[src/design/lbc_pkg.sv]
// Shared constants, codes and controller/datapath interface types of the buffer cache.
package lbc_pkg;

	// Default directory size.
	localparam int NUM_ENTRIES_DEF = 16;

	// Field widths of the request and result beats.
	localparam int REQ_W    = 2;
	localparam int DEV_W    = 4;
	localparam int SEC_W    = 32;
	localparam int SLOT_W   = 4;
	localparam int STATUS_W = 3;
	localparam int TAG_W    = DEV_W + SEC_W;

	// Request codes.
	localparam logic [REQ_W-1:0] REQ_GET     = 2'd0;
	localparam logic [REQ_W-1:0] REQ_RELEASE = 2'd1;
	localparam logic [REQ_W-1:0] REQ_CHECK   = 2'd2;

	// Result status codes.
	typedef enum logic [STATUS_W-1:0] {
		RES_HIT      = 3'd0,
		RES_MISS     = 3'd1,
		RES_BUSY     = 3'd2,
		RES_NOFREE   = 3'd3,
		RES_RELEASED = 3'd4,
		RES_RELERR   = 3'd5,
		RES_PRESENT  = 3'd6,
		RES_ABSENT   = 3'd7
	} res_code_t;

	// Source of the slot index in a result.
	typedef enum logic [1:0] {
		SLOT_ZERO,
		SLOT_BEST,
		SLOT_REL
	} slot_sel_t;

	// Controller states.
	typedef enum logic [3:0] {
		S_IDLE,
		S_DISPATCH,
		S_MATCH,
		S_MATCH_WAIT,
		S_MATCH_DONE,
		S_VIC,
		S_VIC_WAIT,
		S_VIC_DONE,
		S_REL_DO
	} state_t;

	// Commands from the controller to the datapath.
	typedef struct packed {
		logic      load_req;
		logic      scan_clear;
		logic      scan_issue;
		logic      victim;
		logic      rel_sel;
		logic      grant_hit;
		logic      grant_miss;
		logic      do_release;
		logic      res_load;
		res_code_t res_code;
		slot_sel_t slot_sel;
	} dp_cmd_t;

	// Status from the datapath to the controller.
	typedef struct packed {
		logic [REQ_W-1:0] req;
		logic             found;
		logic             best_busy;
		logic             rel_ok;
		logic             scan_last;
	} dp_stat_t;

endpackage

[src/design/lbc_ram.sv]
// Generic single-write, single-read RAM with registered read data.
module lbc_ram #(
	parameter int WIDTH = lbc_pkg::TAG_W,
	parameter int DEPTH = lbc_pkg::NUM_ENTRIES_DEF
) (
	input  logic                     clk,
	input  logic                     we,
	input  logic [$clog2(DEPTH)-1:0] waddr,
	input  logic [WIDTH-1:0]         wdata,
	input  logic                     re,
	input  logic [$clog2(DEPTH)-1:0] raddr,
	output logic [WIDTH-1:0]         rdata
);

	logic [WIDTH-1:0] mem_q [DEPTH];
	logic [WIDTH-1:0] rdata_q;

	// Write port and registered read port.
	always_ff @(posedge clk) begin
		if (we) begin
			mem_q[waddr] <= wdata;
		end
		if (re) begin
			rdata_q <= mem_q[raddr];
		end
	end

	assign rdata = rdata_q;

endmodule

[src/design/lbc_ctrl.sv]
// Controller state machine: sequences tag scans, victim scans, releases and result beats.
module lbc_ctrl (
	input  logic               clk,
	input  logic               arst_n,
	input  logic               in_valid,
	output logic               in_stall,
	output logic               out_valid,
	input  logic               out_stall,
	input  lbc_pkg::dp_stat_t  stat,
	output lbc_pkg::dp_cmd_t   cmd
);

	lbc_pkg::state_t state_q;
	lbc_pkg::state_t state_d;
	logic            out_valid_q;
	logic            out_free;

	// The result register can take a new beat when empty or being drained.
	assign out_free = !out_valid_q || !out_stall;

	// State register.
	always_ff @(posedge clk or negedge arst_n) begin
		if (!arst_n) begin
			state_q <= lbc_pkg::S_IDLE;
		end else begin
			state_q <= state_d;
		end
	end

	// Next state and commands.
	always_comb begin
		state_d      = state_q;
		in_stall     = 1'b1;
		cmd          = '0;
		cmd.res_code = lbc_pkg::RES_HIT;
		cmd.slot_sel = lbc_pkg::SLOT_ZERO;
		unique case (state_q)
			lbc_pkg::S_IDLE: begin
				in_stall = 1'b0;
				if (in_valid) begin
					cmd.load_req = 1'b1;
					state_d      = lbc_pkg::S_DISPATCH;
				end
			end
			lbc_pkg::S_DISPATCH: begin
				priority if (stat.req == lbc_pkg::REQ_GET || stat.req == lbc_pkg::REQ_CHECK) begin
					cmd.scan_clear = 1'b1;
					state_d        = lbc_pkg::S_MATCH;
				end else if (stat.req == lbc_pkg::REQ_RELEASE) begin
					cmd.rel_sel = 1'b1;
					state_d     = lbc_pkg::S_REL_DO;
				end else if (out_free) begin
					// Unknown request type.
					cmd.res_load = 1'b1;
					cmd.res_code = lbc_pkg::RES_RELERR;
					cmd.slot_sel = lbc_pkg::SLOT_ZERO;
					state_d      = lbc_pkg::S_IDLE;
				end else begin
					// Hold until the result register frees.
				end
			end
			lbc_pkg::S_MATCH: begin
				cmd.scan_issue = 1'b1;
				if (stat.scan_last) begin
					state_d = lbc_pkg::S_MATCH_WAIT;
				end
			end
			lbc_pkg::S_MATCH_WAIT: begin
				state_d = lbc_pkg::S_MATCH_DONE;
			end
			lbc_pkg::S_MATCH_DONE: begin
				priority if (stat.req == lbc_pkg::REQ_GET && !stat.found) begin
					cmd.scan_clear = 1'b1;
					state_d        = lbc_pkg::S_VIC;
				end else if (out_free) begin
					cmd.res_load = 1'b1;
					state_d      = lbc_pkg::S_IDLE;
					priority if (stat.req == lbc_pkg::REQ_CHECK) begin
						cmd.res_code = stat.found ? lbc_pkg::RES_PRESENT : lbc_pkg::RES_ABSENT;
						cmd.slot_sel = stat.found ? lbc_pkg::SLOT_BEST : lbc_pkg::SLOT_ZERO;
					end else if (stat.best_busy) begin
						cmd.res_code = lbc_pkg::RES_BUSY;
						cmd.slot_sel = lbc_pkg::SLOT_BEST;
					end else begin
						cmd.grant_hit = 1'b1;
						cmd.res_code  = lbc_pkg::RES_HIT;
						cmd.slot_sel  = lbc_pkg::SLOT_BEST;
					end
				end else begin
					// Hold until the result register frees.
				end
			end
			lbc_pkg::S_VIC: begin
				cmd.scan_issue = 1'b1;
				cmd.victim     = 1'b1;
				if (stat.scan_last) begin
					state_d = lbc_pkg::S_VIC_WAIT;
				end
			end
			lbc_pkg::S_VIC_WAIT: begin
				cmd.victim = 1'b1;
				state_d    = lbc_pkg::S_VIC_DONE;
			end
			lbc_pkg::S_VIC_DONE: begin
				if (out_free) begin
					cmd.res_load = 1'b1;
					state_d      = lbc_pkg::S_IDLE;
					if (stat.found) begin
						cmd.grant_miss = 1'b1;
						cmd.res_code   = lbc_pkg::RES_MISS;
						cmd.slot_sel   = lbc_pkg::SLOT_BEST;
					end else begin
						cmd.res_code = lbc_pkg::RES_NOFREE;
						cmd.slot_sel = lbc_pkg::SLOT_ZERO;
					end
				end
			end
			lbc_pkg::S_REL_DO: begin
				if (out_free) begin
					cmd.res_load = 1'b1;
					cmd.slot_sel = lbc_pkg::SLOT_REL;
					state_d      = lbc_pkg::S_IDLE;
					if (stat.rel_ok) begin
						cmd.do_release = 1'b1;
						cmd.res_code   = lbc_pkg::RES_RELEASED;
					end else begin
						cmd.res_code = lbc_pkg::RES_RELERR;
					end
				end
			end
			default: begin
				state_d = lbc_pkg::S_IDLE;
			end
		endcase
	end

	// Result beat valid flag.
	always_ff @(posedge clk or negedge arst_n) begin
		if (!arst_n) begin
			out_valid_q <= 1'b0;
		end else if (cmd.res_load) begin
			out_valid_q <= 1'b1;
		end else if (!out_stall) begin
			out_valid_q <= 1'b0;
		end
	end

	assign out_valid = out_valid_q;

endmodule

[src/design/lbc_dp.sv]
// Datapath: tag RAM, busy/valid marks, recency ranks, serial compare and result register.
module lbc_dp #(
	parameter int NUM_ENTRIES = lbc_pkg::NUM_ENTRIES_DEF
) (
	input  logic                          clk,
	input  logic                          arst_n,
	input  logic [lbc_pkg::REQ_W-1:0]     req_type,
	input  logic [lbc_pkg::DEV_W-1:0]     device_id,
	input  logic [lbc_pkg::SEC_W-1:0]     sector_num,
	input  logic [lbc_pkg::SLOT_W-1:0]    release_slot,
	input  lbc_pkg::dp_cmd_t              cmd,
	output lbc_pkg::dp_stat_t             stat,
	output logic [lbc_pkg::STATUS_W-1:0]  status,
	output logic [lbc_pkg::SLOT_W-1:0]    slot_index
);

	localparam int IW = $clog2(NUM_ENTRIES);

	// Request registers.
	logic [lbc_pkg::REQ_W-1:0]  req_q;
	logic [lbc_pkg::DEV_W-1:0]  dev_q;
	logic [lbc_pkg::SEC_W-1:0]  sec_q;
	logic [lbc_pkg::SLOT_W-1:0] rel_q;

	// Scan address and compare stage.
	logic [IW-1:0] idx_q;
	logic          cmp_vld_s1;
	logic [IW-1:0] cmp_idx_s1;

	// Best candidate found so far.
	logic          found_q;
	logic [IW-1:0] best_q;
	logic [IW-1:0] best_rank_q;
	logic          best_busy_q;

	// Per-entry marks and ranks.
	logic          busy_q  [NUM_ENTRIES];
	logic          valid_q [NUM_ENTRIES];
	logic [IW-1:0] rank_q  [NUM_ENTRIES];

	// Result register.
	logic [lbc_pkg::STATUS_W-1:0] status_q;
	logic [lbc_pkg::SLOT_W-1:0]   slot_q;

	logic [lbc_pkg::TAG_W-1:0] tag_rdata;
	logic [31:0]               rel_ext;
	logic [IW-1:0]             rel_idx;
	logic                      rel_in_range;
	logic                      rd_busy;
	logic                      rd_used;
	logic [IW-1:0]             rd_rank;
	logic                      match_hit;
	logic                      vic_hit;
	logic                      take;

	// Request capture.
	always_ff @(posedge clk or negedge arst_n) begin
		if (!arst_n) begin
			req_q <= lbc_pkg::REQ_GET;
		end else if (cmd.load_req) begin
			req_q <= req_type;
		end
	end

	always_ff @(posedge clk) begin
		if (cmd.load_req) begin
			dev_q <= device_id;
			sec_q <= sector_num;
			rel_q <= release_slot;
		end
	end

	// Release index and range check.
	assign rel_ext      = 32'(rel_q);
	assign rel_idx      = rel_ext[IW-1:0];
	assign rel_in_range = rel_ext < 32'(NUM_ENTRIES);

	// Tag store, one entry read per scan cycle.
	lbc_ram #(
		.WIDTH (lbc_pkg::TAG_W),
		.DEPTH (NUM_ENTRIES)
	) u_tag_ram (
		.clk   (clk),
		.we    (cmd.grant_miss),
		.waddr (best_q),
		.wdata ({dev_q, sec_q}),
		.re    (cmd.scan_issue),
		.raddr (idx_q),
		.rdata (tag_rdata)
	);

	// Scan address counter and compare stage.
	always_ff @(posedge clk or negedge arst_n) begin
		if (!arst_n) begin
			idx_q      <= '0;
			cmp_vld_s1 <= 1'b0;
		end else begin
			cmp_vld_s1 <= cmd.scan_issue;
			if (cmd.scan_clear) begin
				idx_q <= '0;
			end else if (cmd.scan_issue) begin
				idx_q <= idx_q + 1'b1;
			end
		end
	end

	always_ff @(posedge clk) begin
		if (cmd.scan_issue) begin
			cmp_idx_s1 <= idx_q;
		end else if (cmd.rel_sel) begin
			cmp_idx_s1 <= rel_idx;
		end
	end

	// Marks and rank of the entry in the compare stage.
	assign rd_busy = busy_q[cmp_idx_s1];
	assign rd_used = busy_q[cmp_idx_s1] | valid_q[cmp_idx_s1];
	assign rd_rank = rank_q[cmp_idx_s1];

	// Match wants the most recent used entry; victim wants the least recent free one.
	assign match_hit = rd_used && (tag_rdata == {dev_q, sec_q}) &&
		(!found_q || (rd_rank > best_rank_q));
	assign vic_hit   = !rd_busy && (!found_q || (rd_rank < best_rank_q));
	assign take      = cmp_vld_s1 && (cmd.victim ? vic_hit : match_hit);

	// Best candidate tracking.
	always_ff @(posedge clk or negedge arst_n) begin
		if (!arst_n) begin
			found_q <= 1'b0;
		end else if (cmd.scan_clear) begin
			found_q <= 1'b0;
		end else if (take) begin
			found_q <= 1'b1;
		end
	end

	always_ff @(posedge clk) begin
		if (take) begin
			best_q      <= cmp_idx_s1;
			best_rank_q <= rd_rank;
			best_busy_q <= rd_busy;
		end
	end

	// Entry marks and recency ranks.
	always_ff @(posedge clk or negedge arst_n) begin
		if (!arst_n) begin
			for (int i = 0; i < NUM_ENTRIES; i++) begin
				busy_q[i]  <= 1'b0;
				valid_q[i] <= 1'b0;
				rank_q[i]  <= IW'(i);
			end
		end else begin
			for (int i = 0; i < NUM_ENTRIES; i++) begin
				if ((cmd.grant_hit || cmd.grant_miss) && (best_q == IW'(i))) begin
					busy_q[i] <= 1'b1;
				end
				if (cmd.grant_miss && (best_q == IW'(i))) begin
					valid_q[i] <= 1'b1;
				end
				if (cmd.do_release) begin
					if (cmp_idx_s1 == IW'(i)) begin
						busy_q[i] <= 1'b0;
						rank_q[i] <= IW'(NUM_ENTRIES - 1);
					end else if (rank_q[i] > rd_rank) begin
						rank_q[i] <= rank_q[i] - 1'b1;
					end
				end
			end
		end
	end

	// Result register.
	always_ff @(posedge clk) begin
		if (cmd.res_load) begin
			status_q <= cmd.res_code;
			unique case (cmd.slot_sel)
				lbc_pkg::SLOT_BEST: slot_q <= lbc_pkg::SLOT_W'(best_q);
				lbc_pkg::SLOT_REL:  slot_q <= rel_q;
				default:            slot_q <= '0;
			endcase
		end
	end

	// Status toward the controller.
	assign stat.req       = req_q;
	assign stat.found     = found_q;
	assign stat.best_busy = best_busy_q;
	assign stat.rel_ok    = rel_in_range && rd_busy;
	assign stat.scan_last = (idx_q == IW'(NUM_ENTRIES - 1));

	assign status     = status_q;
	assign slot_index = slot_q;

endmodule

[src/design/lru_block_buffer_cache.sv]
// One request is worked at a time.
// The tag RAM is read one entry per cycle, once for the match and again for the victim.
// A new request is taken the cycle after the result loads, even if that beat waits.
// Reset clears busy and valid marks and sets each entry's rank to its index;
// the tag RAM is not cleared and no clearing pass runs.
module lru_block_buffer_cache #(
	parameter int NUM_ENTRIES = lbc_pkg::NUM_ENTRIES_DEF
) (
	input  logic                          clk,
	input  logic                          arst_n,
	input  logic                          in_valid,
	output logic                          in_stall,
	input  logic [lbc_pkg::REQ_W-1:0]     req_type,
	input  logic [lbc_pkg::DEV_W-1:0]     device_id,
	input  logic [lbc_pkg::SEC_W-1:0]     sector_num,
	input  logic [lbc_pkg::SLOT_W-1:0]    release_slot,
	output logic                          out_valid,
	input  logic                          out_stall,
	output logic [lbc_pkg::STATUS_W-1:0]  status,
	output logic [lbc_pkg::SLOT_W-1:0]    slot_index
);

	lbc_pkg::dp_cmd_t  cmd;
	lbc_pkg::dp_stat_t stat;

	// Sequencer.
	lbc_ctrl u_ctrl (
		.clk       (clk),
		.arst_n    (arst_n),
		.in_valid  (in_valid),
		.in_stall  (in_stall),
		.out_valid (out_valid),
		.out_stall (out_stall),
		.stat      (stat),
		.cmd       (cmd)
	);

	// Directory storage and compare logic.
	lbc_dp #(
		.NUM_ENTRIES (NUM_ENTRIES)
	) u_dp (
		.clk          (clk),
		.arst_n       (arst_n),
		.req_type     (req_type),
		.device_id    (device_id),
		.sector_num   (sector_num),
		.release_slot (release_slot),
		.cmd          (cmd),
		.stat         (stat),
		.status       (status),
		.slot_index   (slot_index)
	);

endmodule

[config.mk]
export PLATFORM = sky130hd
export DESIGN_NAME = lru_block_buffer_cache
export DESIGN_NICKNAME = d
export VERILOG_FILES = /design/src/design/lbc_pkg.sv /design/src/design/lbc_ram.sv /design/src/design/lbc_ctrl.sv /design/src/design/lbc_dp.sv /design/src/design/lru_block_buffer_cache.sv
export SDC_FILE = /design/constraint.sdc
export NUM_CORES = 1
export LEC_CHECK = 0
export BUFFER_PORTS_ARGS = -buffer_cell sky130_fd_sc_hd__buf_2
export CAP_MARGIN = 20
export CORE_MARGIN = 5
export CORE_UTILIZATION = 54
export DETAILED_ROUTE_END_ITERATION = 10
export GPL_TIMING_DRIVEN = 0
export HOLD_SLACK_MARGIN = 0.12
export PLACE_DENSITY = 0.76
export SLEW_MARGIN = 20
export SYNTH_ARGS = -nofsm -noshare
export SYNTH_HDL_FRONTEND = slang
export SYNTH_SLANG_ARGS = --single-unit
[constraint.sdc]
create_clock -name clk -period 5.1 [get_ports clk]
set_clock_uncertainty 0.1 [all_clocks]
set_input_delay 1.02 -clock clk [delete_from_list [all_inputs] [get_ports clk]]
set_output_delay 1.02 -clock clk [all_outputs]
set_load 0.01 [all_outputs]
# Word-level counts from Yosys, hierarchy flattened

Memories as Yosys holds them, arrays and structs flattened. A register that Yosys moved wholly into a read port is not among the register bits.
Cells that the tools add are included.

Add/sub/neg operators: 17
Order comparisons: 20
Eq/ne operators: 48
Multiplexer cells: 144
Bitwise operators: 2
Reductions and logical operators: 90

Operator list:

| operator                                                 | number |
|---|---|
| 2-to-1 mux 4 bit                                         | 47 |
| 2-to-1 mux 1 bit                                         | 82 |
| equality test 4 bit, second input constant               | 18 |
| > comparator 4 bit                                       | 17 |
| subtractor 4 x 1 -> 4 bit, second input constant         | 16 |
| equality test 4 x 3 -> 1 bit, second input constant      | 12 |
| logical AND 1 bit                                        | 38 |
| nonzero test 2 bit                                       | 19 |
| equality test 36 bit                                     | 1 |
| 2-to-1 mux 6 bit                                         | 6 |
| case mux 4 bit (8 select lines)                          | 1 |
| AND reduction 2 bit                                      | 16 |
| equality test 4 x 2 -> 1 bit, second input constant      | 6 |
| case mux 6 bit (4 select lines)                          | 1 |
| binary-select mux 4 bit (select 4 bit)                   | 1 |
| equality test 4 x 1 -> 1 bit, second input constant      | 3 |
| zero test 4 bit                                          | 3 |
| binary-select mux 1 bit (select 4 bit)                   | 2 |
| case mux 4 bit (2 select lines)                          | 1 |
| 2-to-1 mux 7 bit                                         | 1 |
| inequality test 2 bit, second input constant             | 3 |
| OR reduction 2 bit                                       | 3 |
| greater-or-equal comparator 5 bit, second input constant | 1 |
| logical OR 1 bit                                         | 5 |
| other kinds (13)                                         | 18 |

Bits in registers: 169
Bits in writable memories: 576
Output and inout port bits: 9
Memories: 1

Memories:

| memory               | depth | width | rd ports | clocked after Yosys merged registers in | wr ports | line          | RTL |
|---|---|---|---|---|---|---|---|
| u_dp.u_tag_ram.mem_q | 16    | 36    | 1        | 1                                       | 1        | lbc_ram.sv:15 | `logic [WIDTH-1:0] mem_q [DEPTH];` |

# Logic depth before layout (Yosys ltp)

Depth in word-level cells: 11
Mapped depth: 13

# Hierarchy

From an unflattened synthesis, not the netlist that was laid out.

Cell total of the unflattened synthesis: 1810
Area total of the unflattened synthesis: 32590.0 µm²

By module, submodules not included:

| module   | instances | cells an instance | area an instance (µm²) | sequential area each (µm²) |
|---|---|---|---|---|
| lbc_ram  | 1         | 938               | 22679.3                | 18377.6 |
| lbc_dp   | 1         | 788               | 9352.7                 | 4444.3 |
| lbc_ctrl | 1         | 84                | 558.0                  | 125.1 |

# Worst setup path before layout

Ideal clock, no wire load.

Path kind: in2reg
From: input out_stall
To: memory u_dp.u_tag_ram.mem_q[3][0] in the netlist's numbering (enable)
Setup time: 0.475 ns
Data arrival time: 4.430 ns
Data required time: 4.525 ns
Slack: 0.095 ns
Stages: 5
Path buffers: 1
Cell sequence: and2_1 -> clkbuf_1 -> nor3_2 -> nand4_1 -> nor3_1

Cells in the longest elaborated chain, start to end: 6

Ends and longest elaborated chain:

| item                                   | line                         | RTL |
|---|---|---|
| from (decl)                            | lru_block_buffer_cache.sv:18 | `input logic out_stall,` |
| zero test 1 bit                        | lbc_ctrl.sv:19               | `assign out_free = !out_valid_q \|\| !out_stall;` |
| logical OR 1 bit                       | lbc_ctrl.sv:19               |  |
| 2-to-1 mux 1 bit                       | lbc_ctrl.sv:105              | `if (out_free) begin` |
| 2-to-1 mux 1 bit                       | lbc_ctrl.sv:37               | `unique case (state_q)` |
| 2-to-1 mux 1 bit                       | lbc_ram.sv:20                | `if (we) begin` |
| 2-to-1 mux 1 bit (implied by the code) | lbc_ram.sv:21                | `mem_q[waddr] <= wdata;` |
| to (decl)                              | lbc_ram.sv:15                |  |

Every way passes these cells.

# Worst setup path after layout

From: register u_dp.cmp_idx_s1[0]
To: register u_dp.best_rank_q[3] (enable)

Cells in the longest elaborated chain, start to end: 9

Ends and longest elaborated chain:

| item                                                                    | line                         | RTL |
|---|---|---|
| from (decl)                                                             | lbc_dp.sv:28                 | `logic [IW-1:0] cmp_idx_s1;` |
| from (signal assigned)                                                  | lbc_dp.sv:109                | `cmp_idx_s1 <= idx_q;` |
| from (signal assigned)                                                  | lbc_dp.sv:111                | `cmp_idx_s1 <= rel_idx;` |
| inverter 4 -> 5 bit (implied by the code) (*)                           | lbc_dp.sv:118                | `assign rd_rank = rank_q[cmp_idx_s1];` |
| binary-select mux 4 bit (select 4 bit) (*)                              | lbc_dp.sv:118                |  |
| 2-to-1 mux 4 bit (implied by the code) (*) (2 in series)                | lbc_dp.sv:118                |  |
| via u_dp.rd_rank[1]                                                     | lbc_dp.sv:51                 | `logic [IW-1:0] rd_rank;` |
| > comparator 4 bit / less-than comparator 4 bit (equally long branches) | lbc_dp.sv:122, lbc_dp.sv:123 |  |
| logical OR 1 bit, on equally long branches                              | lbc_dp.sv:122, lbc_dp.sv:123 |  |
| logical AND 1 bit, on equally long branches                             | lbc_dp.sv:121, lbc_dp.sv:123 |  |
| 2-to-1 mux 1 bit (*)                                                    | lbc_dp.sv:124                | `assign take = cmp_vld_s1 && (cmd.victim ? vic_hit : match_hit);` |
| logical AND 1 bit (*)                                                   | lbc_dp.sv:124                |  |
| via u_dp.take                                                           | lbc_dp.sv:54                 | `logic take;` |
| to (signal assigned)                                                    | lbc_dp.sv:140                | `best_rank_q <= rd_rank;` |
| to (decl)                                                               | lbc_dp.sv:33                 | `logic [IW-1:0] best_rank_q;` |

The timed path passes the listed nets; every way through them passes the cells marked *. The select of a mux whose other input is x is not followed.
A chain may end at the register's enable or synchronous reset.

==> key figures <==
Outcome
  • Status: complete, no violations

Yosys
  • YS warnings: 0
  • Register area share after synthesis: 0.701
  • Distinct cells, synth: 57
  • Number of synthesized flops with an enable pin: 672
  • Register bit total from synthesis: 781
  • Synth Flop Type: edfxtp_1
  • Asr flop ratio synth: 0.140
  • Syn_area_per_cell: 18.9 µm²
  • Synthesized Nets: 1867
  • Syn Inst Count: 1734
  • Mapped Area: about 33000 µm²

Critical path
  • Crit Path Class: reg2reg
  • Startpoint Class: flip-flop
  • Critical Path AT: 5.16 ns
  • Worst reg-to-reg path cell count: 11
  • Endpoint class of the critical path: flip-flop
  • Worst R2R Setup Slack: 0.14 ns
  • Crit path max fanout: 10
  • Crit path required time: roughly 5.3 ns

Power
  • P_leak: approximately 13 nW
  • Overall power: about 0.017 W
  • Maximum vdd drop: approximately 0.54 mV
  • PD cells: 457 nW/µm²

Finish
  • Register area: 22900 µm²
  • Area grow syn2layout: 14.3%
  • Multi-input logic area: 9420 µm²
  • N_diodes: 0
  • Layout cells sized above 1: 0.279
  • Nets: a little over 2000
  • Fillers: 4017
  • Fin cells: 2761

Route
  • Number of vias per cell: 6.47
  • Routed length on met1: between 20000 and 30000 µm
  • # DRC: 0
  • Wire length per cell: 28.6 µm
  • Remaining antenna violation count after routing: 0
  • Max Used Layer: met4
  • Via count: 17854
  • WL final: 78900 µm
  • Met2 wire length: 41300 µm
  • Initial drt markers: between 2000 and 2500
  • Met3 Wirelength: 5800 µm
  • First-pass DRT Iterations: 8

Global routing
  • Initial antenna violation count: 0
  • Grt ovf: 0
  • First-pass GRT wire length: 118000 µm
  • Pin count of the biggest net entering global routing: 78
  • Vias in the first global route: between 15000 and 20000
  • Global-route usage over all layers: 0.238

Timing
  • Final min period: 4.96 ns
  • Slew of the pin with the lowest slew margin: around 1.1 ns
  • Max_slew headroom: 0.290
  • Final period util: 0.972
  • Fin. max-slew vios: 0
  • Setup TNS: 0 ns
  • Worst hold slack: 0.181 ns
  • # setup viols final: 0
  • Unrepaired setup endpoints after global routing: no
  • Fmax achieved: just over 200 MHz
  • Final hold viol count: 0

Clock tree
  • Clock Sinks: approximately 780
  • Total CTS buffers: 77
  • Hold buffers post-CTS: 0
  • Worst-Skew Late Latency: 0.64 ns
  • Root Driver: clkbuf_16
  • Clk pin slew, worst setup/hold paths: 0.07 ns
  • H-tree Lvls: 3
  • Post-CTS Setup Inserts: 0
  • CTS tree: yes
  • Clock Path Buffers: 3

Place
  • Dpl cells: about 2600
  • Hpwl dp: ~49000 µm
  • Input/output buffers: 54
  • Routability cong.: 0.871

Floorplanning
  • Core Rows: 90
  • IO Pins: 55
  • Starting density of the core: 0.544
  • Die Height: 256 µm
  • Core ar.: 60200 µm²
  • Die width: between 200 and 300 µm
  • Full die area: around 66000 µm²

Flow run
  • Max-cap violations: 0

Hold path
  • Min-Delay Path Class: in2async
## area by class of cell
cell class / instances / share of cell area
flip-flops and latches: 781 / 0.613
multi-input cells: 826 / 0.252
clock buffers: 98 / 0.0547
repair buffers: 107 / 0.0323
well taps: 782 / 0.0261
clock inverters: 41 / 0.00839
plain buffers: 68 / 0.00789
inverters: 58 / 0.00598
## per-stage QoR
stage	util	setup slack [ns]	area, µm²
floorplan	-	0.0949	32800
global placement	0.564	-3.38	34000
detailed placement	0.582	-0.0301	35100
CTS	0.621	0.0474	37400
global route	0.621	0.00966	37400
finish	0.621	0.141	37400
## sequential cells by signal, summed over array words and instances (netlist names), 2 cells and up
| name | flops |
|---|---|
| u_dp.req_q | 2 |
| u_dp.u_tag_ram.mem_q | 576 |
| u_dp.u_tag_ram.rdata | 36 |
| u_dp.best_q | 4 |
| u_dp.idx_q | 4 |
| u_dp.status | 3 |
| u_ctrl.state_q | 4 |
| u_dp.dev_q | 4 |
| u_dp.rel_idx | 4 |
| u_dp.rank_q | 64 |
| u_dp.cmp_idx_s1 | 4 |
| u_dp.best_rank_q | 4 |
| u_dp.valid_q | 16 |
| u_dp.sec_q | 32 |
| u_dp.busy_q | 16 |
| u_dp.slot_index | 4 |
## cells in the final DEF, fill, tap and decap left out, types with 18 or more instances in the layout
master / n
nand4_1: 27
clkbuf_16: 78
a21oi_1: 32
mux4_2: 212
xnor2_1: 49
nor3_1: 18
nor2b_1: 24
dfstp_2: 32
nand3_1: 19
clkbuf_1: 59
buf_16: 20
nand2_1: 74
inv_1: 56
edfxtp_1: 672
xor2_1: 29
dfrtp_1: 77
o21a_1: 32
buf_2: 71
o21ai_0: 19
o2111ai_1: 23
ha_1: 87
nor2_1: 31
or2_2: 24
## path summary, 6_finish.rpt
| check | endpoint | startpoint |
|---|---|---|
| min | u_dp.rank_q[13] | arst_n |
| max in group asynchronous | u_dp.rank_q[48] | arst_n |
| min in group clk | u_dp.best_q[1] | u_dp.cmp_idx_s1[1] |
| max | u_dp.best_rank_q[3] | u_dp.cmp_idx_s1[0] |
| min reg2reg | u_dp.best_q[1] | u_dp.cmp_idx_s1[1] |
| max reg2reg | u_dp.best_rank_q[3] | u_dp.cmp_idx_s1[0] |
## what timing repair did
item,in CTS,in global routing
pin swaps,0,0
gates resized for setup,0,4
setup endpoints to repair,15,45
hold endpoints to repair,0,0
gates cloned,0,0
## synth_stat cells, drive strengths merged, types with 3 or more instances
library cell | count | share of area
a31oi | 9 | 0.0022
nor2b | 24 | 0.0046
ha | 87 | 0.033
nand4 | 27 | 0.0052
buf | 25 | 0.0039
a22oi | 5 | 0.0013
nor4 | 7 | 0.0013
o211ai | 16 | 0.0052
dfrtp | 77 | 0.059
nand2 | 74 | 0.0085
o21a | 33 | 0.0076
o21ai | 20 | 0.0031
inv | 58 | 0.0066
o2111ai | 23 | 0.0061
clkbuf | 44 | 0.0050
edfxtp | 672 | 0.62
nor2 | 44 | 0.0050
mux2i | 11 | 0.0034
xnor2 | 49 | 0.013
and2 | 3 | 0.00057
xor2 | 29 | 0.0078
mux4 | 212 | 0.15
or3 | 15 | 0.0029
nand3 | 19 | 0.0029
a21oi | 32 | 0.0049
mux2 | 12 | 0.0041
or2 | 24 | 0.0046
dfstp | 32 | 0.026
nor3 | 23 | 0.0037
nand2b | 4 | 0.00099
## power breakdown
part           internal [W]  total [W]  switching [W]
registers           0.00760    0.00803       0.000424
logic               0.00170    0.00371        0.00201
clock network       0.00296    0.00537        0.00241
total                0.0123     0.0171        0.00485
## critical path: stages (launching register included)
cell and delay (ns):
edfxtp_1 0.36, buf_2 0.31, buf_2 0.40, buf_2 0.40
mux4_2 0.58, mux4_2 0.55, ha_1 0.34, a21oi_1 0.09
o21ai_0 0.51, a21oi_1 0.17, nor4_1 0.42, o21a_2 0.38
## cells by family (layout without fill, tap and decap cells)
family / Yosys count / in the layout / share of synthesized area
AOI/OAI and AO/OA: 151 / 151 / 0.0335
xor gates and xnor gates: 78 / 78 / 0.0209
buffers and inverters: 127 / 372 / 0.0156
DFF: 781 / 781 / 0.701
adders and majority gates: 87 / 87 / 0.0332
and+or+nand+nor: 275 / 275 / 0.0430
muxes: 235 / 235 / 0.153
## routing by layer
metal / up-vias / GRT usage
li1: 7377 / -
met1: 9390 / 0.309
met2: 918 / 0.416
met3: 169 / 0.0380
met4: 0 / 0.0790
met5: - / 0
Note: power is estimated with default switching activity, not from simulation.
